## config.mk

```make
export PLATFORM = sky130hd
export DESIGN_NAME = kfcv_div
export DESIGN_NICKNAME = d
export VERILOG_FILES = /design/src/hw/rtl/kfcv_pkg.sv /design/src/hw/rtl/kfcv_div.sv
export SDC_FILE = /design/constraint.sdc
export NUM_CORES = 1
export LEC_CHECK = 0
export ABC_AREA = 1
export BUFFER_PORTS_ARGS = -buffer_cell sky130_fd_sc_hd__clkbuf_2
export CORE_MARGIN = 2
export CORE_UTILIZATION = 65
export CTS_BUF_LIST = sky130_fd_sc_hd__clkbuf_8
export DETAILED_ROUTE_END_ITERATION = 6
export HOLD_SLACK_MARGIN = 0.08
export PLACE_DENSITY = 0.86
export SETUP_SLACK_MARGIN = 0.3
export SLEW_MARGIN = 40
export SYNTH_ARGS = -nofsm -noshare
export SYNTH_HDL_FRONTEND = slang
export SYNTH_SLANG_ARGS = --single-unit
export TNS_END_PERCENT = 20
```

## constraint.sdc

```tcl
create_clock -name clk_i -period 9.9 [get_ports clk_i]
set_clock_uncertainty 0.2 [all_clocks]
set_input_delay 1.485 -clock clk_i [delete_from_list [all_inputs] [get_ports clk_i]]
set_output_delay 1.485 -clock clk_i [all_outputs]
set_load 0.02 [all_outputs]
```

## src/hw/rtl/kfcv_pkg.sv

```systemverilog
// ----------------------------------------------------------------------------
// kfcv_pkg
// Shared types and constants of the constant-velocity Kalman filter.
// ----------------------------------------------------------------------------
package kfcv_pkg;

  localparam int unsigned QFrac = 16;
  localparam int unsigned DivSteps = 48;
  localparam logic signed [31:0] I32Max = 32'sh7FFF_FFFF;
  localparam logic signed [31:0] I32Min = 32'sh8000_0000;

  typedef enum logic [2:0] {
    REG_MEAS_NOISE  = 3'd0,
    REG_PN_POS      = 3'd1,
    REG_PN_CROSS    = 3'd2,
    REG_PN_VEL      = 3'd3,
    REG_MOTION_POS  = 3'd4,
    REG_MOTION_VEL  = 3'd5,
    REG_INIT_VAR    = 3'd6,
    REG_UNUSED      = 3'd7
  } reg_idx_e;

  typedef enum logic [1:0] {
    DIV_IDLE,
    DIV_RUN,
    DIV_DONE
  } div_state_e;

  typedef enum logic [4:0] {
    ST_IDLE,
    ST_S,
    ST_DIV0_GO,
    ST_DIV0_WAIT,
    ST_DIV1_GO,
    ST_DIV1_WAIT,
    ST_M_K0Y,
    ST_M_K1Y,
    ST_M_K0P,
    ST_M_K0C,
    ST_M_K1C,
    ST_EST,
    ST_PRED_A,
    ST_PRED_B,
    ST_PRED_C,
    ST_OUT
  } seq_state_e;

  typedef struct packed {
    logic start;
    logic signed [31:0] num;
    logic signed [31:0] den;
  } div_req_t;

  function automatic logic signed [31:0] sat32(input logic signed [63:0] v);
    logic signed [31:0] r;
    if (v > 64'(I32Max)) r = I32Max;
    else if (v < 64'(I32Min)) r = I32Min;
    else r = v[31:0];
    return r;
  endfunction

  function automatic logic signed [31:0] clampv(input logic signed [63:0] v);
    logic signed [31:0] r;
    if (v < 64'sd0) r = 32'sd0;
    else if (v > 64'(I32Max)) r = I32Max;
    else r = v[31:0];
    return r;
  endfunction

endpackage

```

## src/hw/rtl/kfcv_div.sv

```systemverilog
// ----------------------------------------------------------------------------
// kfcv_div
// Restoring divider for the gains: sat32((num << 16) / den), truncated.
// ----------------------------------------------------------------------------
module kfcv_div import kfcv_pkg::*; (
  input  logic                clk_i,
  input  logic                rst_ni,
  input  div_req_t            req_i,
  output logic                done_o,
  output logic signed [31:0]  quot_o
);

  div_state_e state_q, state_d;
  logic [5:0]  cnt_q, cnt_d;
  logic [47:0] dvd_q, dvd_d;
  logic [47:0] quo_q, quo_d;
  logic [31:0] dvs_q, dvs_d;
  logic [32:0] rem_q, rem_d;
  logic        neg_q, neg_d;
  logic        zero_q, zero_d;
  logic [32:0] trial;
  logic [31:0] anum, aden;
  logic signed [49:0] sq;

  assign anum  = req_i.num[31] ? 32'(-req_i.num) : req_i.num;
  assign aden  = req_i.den[31] ? 32'(-req_i.den) : req_i.den;
  assign trial = {rem_q[31:0], dvd_q[47]} - {1'b0, dvs_q};
  assign sq    = neg_q ? -$signed({2'b00, quo_q}) : $signed({2'b00, quo_q});

  always_comb begin
    state_d = state_q;
    cnt_d   = cnt_q;
    dvd_d   = dvd_q;
    quo_d   = quo_q;
    dvs_d   = dvs_q;
    rem_d   = rem_q;
    neg_d   = neg_q;
    zero_d  = zero_q;
    unique case (state_q)
      DIV_IDLE, DIV_DONE: begin
        if (req_i.start) begin
          state_d = DIV_RUN;
          cnt_d   = 6'(DivSteps);
          dvd_d   = {anum, 16'd0};
          quo_d   = '0;
          dvs_d   = aden;
          rem_d   = '0;
          neg_d   = req_i.num[31] ^ req_i.den[31];
          zero_d  = (req_i.den == 32'sd0);
        end
      end
      DIV_RUN: begin
        dvd_d = {dvd_q[46:0], 1'b0};
        if (!trial[32]) begin
          rem_d = trial;
          quo_d = {quo_q[46:0], 1'b1};
        end else begin
          rem_d = {rem_q[31:0], dvd_q[47]};
          quo_d = {quo_q[46:0], 1'b0};
        end
        cnt_d = cnt_q - 6'd1;
        if (cnt_q == 6'd1) state_d = DIV_DONE;
      end
      default: state_d = DIV_IDLE;
    endcase
  end

  always_ff @(posedge clk_i or negedge rst_ni) begin
    if (!rst_ni) begin
      state_q <= DIV_IDLE;
      cnt_q   <= '0;
    end else begin
      state_q <= state_d;
      cnt_q   <= cnt_d;
    end
  end

  always_ff @(posedge clk_i) begin
    dvd_q  <= dvd_d;
    quo_q  <= quo_d;
    dvs_q  <= dvs_d;
    rem_q  <= rem_d;
    neg_q  <= neg_d;
    zero_q <= zero_d;
  end

  assign done_o = (state_q == DIV_DONE);
  assign quot_o = zero_q ? 32'sd0 : sat32(64'(sq));

  a_div_len: assert property (@(posedge clk_i) disable iff (!rst_ni)
    (state_q == DIV_RUN && cnt_q == 6'd1) |=> done_o)
    else $error("divider finish missed");
  a_div_cnt: assert property (@(posedge clk_i) disable iff (!rst_ni)
    (state_q == DIV_RUN) |-> (cnt_q != 6'd0))
    else $error("divider count underflow");
  a_div_rem: assert property (@(posedge clk_i) disable iff (!rst_ni)
    (state_q == DIV_RUN) |-> (rem_q < {1'b0, dvs_q} || dvs_q == 32'd0))
    else $error("divider remainder out of range");

endmodule

```

# Word-level counts from Yosys, hierarchy flattened
# Index checks and enable logic that the tools add are counted.
[op_classes]
reduce_logical = 7
bitwise_logic = 1
add_sub_neg = 5
eq_ne = 5
order_cmp = 2
mux = 19
[op_table]
columns = ["operator", "n"]
rows = [
  ["$mux 32", 6],
  ["$pmux 48 s2", 2],
  ["$mux 48", 2],
  ["$neg 32->32", 2],
  ["$pmux 32 s2", 1],
  ["$gt 50x32->1 const B", 1],
  ["$lt 50x32->1 const B", 1],
  ["$mux 50", 1],
  ["$neg 48->50", 1],
  ["$sub 33x32->33", 1],
  ["$logic_not 32->1", 1],
  ["$mux 31", 1],
  ["$pmux 6 s2", 1],
  ["$eq 6x1->1 const B", 1],
  ["$mux 6", 1],
  ["$reduce_and 2->1", 3],
  ["$sub 6x1->6 const B", 1],
  ["$mux 2", 2],
  ["$ne 2x2->1 const B", 2],
  ["$pmux 2 s2", 1],
  ["$eq 2x1->1 const B", 1],
  ["$eq 2x2->1 const B", 1],
  ["$logic_not 2->1", 1],
  ["$reduce_bool 2->1", 1],
  ["3 further kinds", 3],
]
[totals]
in_bits = 67
elab_cells = 48
regBits = 170

# Longest topological paths before layout
[depth]
word_depth = 6
depth_mapped = 20

# Least setup slack after synthesis
# Ideal clock, no wire load.
[synth_timing]
path_type = "input-to-reg"
startpoint = "input req_i[64] (netlist name)"
endpoint = "register dvd_q[16] (enable)"
cell_stages = 4
required_ps = 9224
t_arrival_ps = 5830
setup_ps = 476
path_buffers = 0
slack_ps = 3394
path_cell_list = "inv_1 nor2_1 inv_1 nand2_1"
[synth_between]
elab_chain_len = 2
[synth_lines]
columns = ["item", "line_no", "rtl"]
rows = [
  ["from (decl)", "kfcv_div.sv:8", "input div_req_t req_i,"],
  ["$ne 2x2->1 (no line)", "-", ""],
  ["$reduce_and 2->1 (no line)", "-", ""],
  ["to (signal assigned)", "kfcv_div.sv:79", "dvd_q <= dvd_d;"],
  ["to (decl)", "kfcv_div.sv:15", "logic [47:0] dvd_q, dvd_d;"],
]
# No other way between the ends.
# A chain may end at the register's enable or synchronous reset.

# Worst setup path after layout
[layout_timing]
startpoint = "register neg_q"
endpoint = "output quot_o[0]"
[layout_between]
elab_chain_len = 5
[layout_lines]
columns = ["item", "line_no", "rtl"]
rows = [
  ["from (decl)", "kfcv_div.sv:19", "logic neg_q, neg_d;"],
  ["from (signal assigned)", "kfcv_div.sv:83", "neg_q <= neg_d;"],
  ["$mux 50 *", "kfcv_div.sv:28", "assign sq = neg_q ? -$signed({2'b00, quo_q}) : $signed({2'b00, quo_q});"],
  ["$lt 50x32->1", "kfcv_pkg.sv:57", "else if (v < 64'(I32Min)) r = I32Min;"],
  ["$mux 32", "kfcv_pkg.sv:57", ""],
  ["$mux 32 *", "kfcv_pkg.sv:56", "if (v > 64'(I32Max)) r = I32Max;"],
  ["$mux 32 *", "kfcv_div.sv:88", "assign quot_o = zero_q ? 32'sd0 : sat32(64'(sq));"],
  ["to (decl)", "kfcv_div.sv:10", "output logic signed [31:0] quot_o"],
]
# Mark *: on every way between the ends. The rest lies on a longest branch, timed or not.

==> impl.org <==
** Critical path
- Worst setup path class :: reg2out
- Data on the critical path arrives at its endpoint at 3510 ps.
- End of the worst register-to-register path :: rem_q[22]$_SDFFCE_PN0P_
- The most critical setup path has its endpoint at quot_o[0].
- In this run the critical register-to-register path is launched from dvd_q[47]$_DFFE_PP_.
- First element of the critical path :: neg_q$_DFFE_PP_
- Critical path capture point type :: output pin
- The worst setup path is launched from a flop.
- Data on the critical path is required at its endpoint by 8220 ps.
- Depth of the worst register-to-register path :: 18
- Across all register-to-register paths, the minimum setup slack is 6230 ps.
- In this run the worst path has a maximum fanout of 76.

** Synth
- Library cells used by synthesis :: 53
- Largest cells by area after synthesis :: sky130_fd_sc_hd__edfxtp_1, sky130_fd_sc_hd__nand2_1, sky130_fd_sc_hd__nor2_1
- Predominant post-synthesis flop cell :: sky130_fd_sc_hd__edfxtp_1
- The complex-gate fraction of the synthesized area came to 0.116.
- The share of the Yosys chip area taken by registers is 0.389.
- Proportion of netlist area held by the largest area contributor :: 0.372
- In the synthesized netlist the async set-or-reset flop fraction comes to 0.0519.
- Multiplexer area fraction after synthesis :: 0.000850
- Mapped Cells :: 1591
- Area leader, netlist :: sky130_fd_sc_hd__edfxtp_1
- Post-Synth Simple-Gate Area :: 0.314
- Ranking of synthesized cells by instance count :: sky130_fd_sc_hd__nand2_1, sky130_fd_sc_hd__nor2_1, sky130_fd_sc_hd__inv_1
- A synthesized cell averages 7.40 um2.
- Of the total synthesized cell area, the portion taken by full adders, half adders and majority gates is 0.0410.
- Number of synthesized register bits :: 154
- The synthesized netlist occupies a cell area of 11800 um2.
- In this run, synthesis inferred 146 flip-flops with an integrated enable.
- Synthesis produced a netlist with a net count of 1696.
- Largest family of logic cells by synthesized area :: simple AND/OR/NAND/NOR gates
- The most common cell in the synthesized netlist is sky130_fd_sc_hd__nand2_1.
- Yosys printed 0 warnings.
- Xor-xnor portion of the synthesized cell area :: 0.0601

** Detailed routing
- In the final routed layout, each cell accounts on average for 15.1 um.
- Detailed Routing Iterations Pass 1 :: 5
- After the first detailed-routing iteration, the DRC count stood at 878.
- Across all layers, the routed design uses 10800 vias.
- Antenna-violating nets left :: 0
- Final WL :: 28800 um
- After detailed routing, the number of vias per cell comes to 5.64.
- DRC violations left :: 0

** Global routing
- Summed over all layers, the global routing overflow is 0.
- Entering global routing, the biggest net connects 84 pins.
- The number of global-route vias before repair was 10300.
- For this run, the total global-route usage over all layers was measured as 0.303.
- The initial antenna violation count is 0.
- First-pass GRT wire length :: 48000 um

** Floorplan
- Number of standard-cell rows in the floorplan :: 49
- Initial core utilization :: 0.660
- The floorplan step defined a die boundary enclosing 19200 um2.
- The die is 139 um tall.
- In this run the horizontal extent of the chip is 139 um.
- Floorplan core area :: 17800 um2
- For this design the top-level I/O count stands at 100.

** STA
- Tmin final :: 5200 ps
- Setup repair after global routing left no endpoint under its margin.
- Setup violations remaining at the end of the flow were counted as 0.
- Timing would allow up to 0.192 GHz.
- Final number of hold-violating endpoints :: 0
- The final max-slew violation count came to 0.
- At the pin with the least slew margin, the transition time is 830 ps.
- Of the available clock period, the critical path in the final layout requires 0.525.
- Across all setup checks in the final design, the least slack found is 4700 ps.
- Slew HR :: 0.447
- Final setup TNS :: 0 ps

** Layout
- Fill count :: 1436
- FF+latch area :: 4580 um2
- Antenna diodes :: 0
- Of the cells placed in the final design, the portion with a size suffix greater than 1 is 0.139.
- Area of all placed cells without fillers :: 12800 um2
- P&R area growth vs syn :: 8.81%
- Utilization of the core after routing :: 0.718
- Area occupied by multi-input gates :: 6300 um2
- Net total in the final layout :: 1777

** Clock network
- Clock insertion delay at the later pin of the skew report :: 470 ps
- Buffers inserted during clock tree synthesis total 17.
- Maximum root-to-sink buffer count :: 2
- PostCTS Resize Cnt :: 0
- H-tree level count :: 4
- Clock-pin slew reported for the worst setup and hold paths after clock tree synthesis :: 100 ps
- The cell sitting at the root of the clock tree is a sky130_fd_sc_hd__clkbuf_8.
- Buffers inserted to repair hold after CTS numbered 0.
- TritonCTS built the clock tree.
- Setup Buffers After CTS :: 0
- TritonCTS sink count :: 154

** Placement
- In this run the tool buffered the top-level ports with 99 buffer cells.
- Before CTS, the worst setup slack after placement is 4910 ps.
- The congestion estimate from routability-driven global placement came to 0.978.
- Once placement finished, the instance area stood at 12400 um2.
- Half-perimeter wire length of the detailed placement result :: 21800 um

** Run status
- Run status :: complete, no violations

** Power
- Peak supply drop :: 189 uV
- The completed layout was analyzed and its total power is 3.79 mW.
- In this run the static leakage power is 5.82 nW.
- In this run the power density over the cells is 296 nW/um2.

** Worst hold path
- Class of the worst hold path :: reg2reg

** Flow run
- # Max-Cap Violations :: 0
power breakdown:
group          internal [mW]  switching [mW]
Clock                  0.211           0.261
Combinational          0.652            1.34
Sequential              1.15           0.183
layout make-up:
class                   instances  share of cell area
clock inverters                14              0.0107
well taps                     229              0.0224
clock buffers                  18              0.0193
flip-flops and latches        154               0.358
multi-input cells            1206               0.492
repair buffers                106              0.0434
inverters                     187              0.0548
worst max-delay path, stage by stage (launching register included):
cell	delay [ps]
sky130_fd_sc_hd__edfxtp_1	330
sky130_fd_sc_hd__buf_4	630
sky130_fd_sc_hd__nand2_1	130
sky130_fd_sc_hd__o21ai_1	140
sky130_fd_sc_hd__nand2_1	70
sky130_fd_sc_hd__nor2_1	100
sky130_fd_sc_hd__nand2_1	60
sky130_fd_sc_hd__nor2_1	90
sky130_fd_sc_hd__nand3_1	110
sky130_fd_sc_hd__nor2_1	110
sky130_fd_sc_hd__nand2_1	50
sky130_fd_sc_hd__nor2_1	120
sky130_fd_sc_hd__nand3b_1	100
sky130_fd_sc_hd__nand2_1	120
sky130_fd_sc_hd__nand3_4	380
sky130_fd_sc_hd__a21oi_1	270
sky130_fd_sc_hd__clkbuf_2	190
logic make-up after synthesis:
| logic type | count (synthesis) |
|---|---|
| AO/OA/AOI/OAI | 229 |
| buffers and inverters | 231 |
| AND/OR/NAND/NOR | 858 |
| flip-flops | 154 |
| adder cells (fa/ha/maj) | 38 |
| multiplexers | 1 |
| XOR/XNOR | 80 |
worst min-delay path by stage:
| stage | startpoint | to | cells after the start |
|---|---|---|---|
| floorplan | cnt_q[5]$_DFFE_PN0P_ | cnt_q[5]$_DFFE_PN0P_ | 1 |
| global placement | cnt_q[5]$_DFFE_PN0P_ | cnt_q[5]$_DFFE_PN0P_ | 1 |
| detailed placement | cnt_q[5]$_DFFE_PN0P_ | cnt_q[5]$_DFFE_PN0P_ | 1 |
| CTS | cnt_q[5]$_DFFE_PN0P_ | cnt_q[5]$_DFFE_PN0P_ | 1 |
| global route | cnt_q[5]$_DFFE_PN0P_ | cnt_q[5]$_DFFE_PN0P_ | 1 |
| finish | cnt_q[5]$_DFFE_PN0P_ | cnt_q[5]$_DFFE_PN0P_ | 1 |
metrics by stage:
step / hold WS [ps] / cells
final: 294 / 1914
after detailed placement: 272 / 1882
after global placement: 268 / 1881
after global routing: 320 / 1914
after floorplan: 246 / 1591
after CTS: 290 / 1914
state kept, by name, summed over array words and instances, names as in the netlist:
register  cells
cnt_q         6
dvd_q        32
dvs_q        32
neg_q         1
quo_q        48
rem_q        32
state_q       2
zero_q        1
cell usage in the layout, fill, tap and decap left out, drive strengths merged, types with 6 or more instances in the layout:
cell / Yosys / final
nor3: 18 / 18
dfrtp: 8 / 8
xnor2: 41 / 41
a21oi: 97 / 97
clkinv: 1 / 8
nor2: 262 / 262
inv: 186 / 191
o21ai: 89 / 89
nand4: 23 / 23
nor4: 6 / 6
ha: 37 / 37
or2: 7 / 7
a21o: 8 / 8
a31oi: 11 / 11
clkbuf: 22 / 117
buf: 22 / 7
xor2: 39 / 39
nand2: 430 / 430
edfxtp: 146 / 146
nand3: 107 / 107
layer usage:
metal | up-vias | GRT usage | part of all wire
li1 | 5388 | - | -
met5 | - | 0 | 0
met1 | 4934 | 0.395 | 0.44
met2 | 414 | 0.520 | 0.48
met4 | 0 | 0.110 | 0.022
met3 | 54 | 0.0428 | 0.058
(Power assumes the default switching activity.)
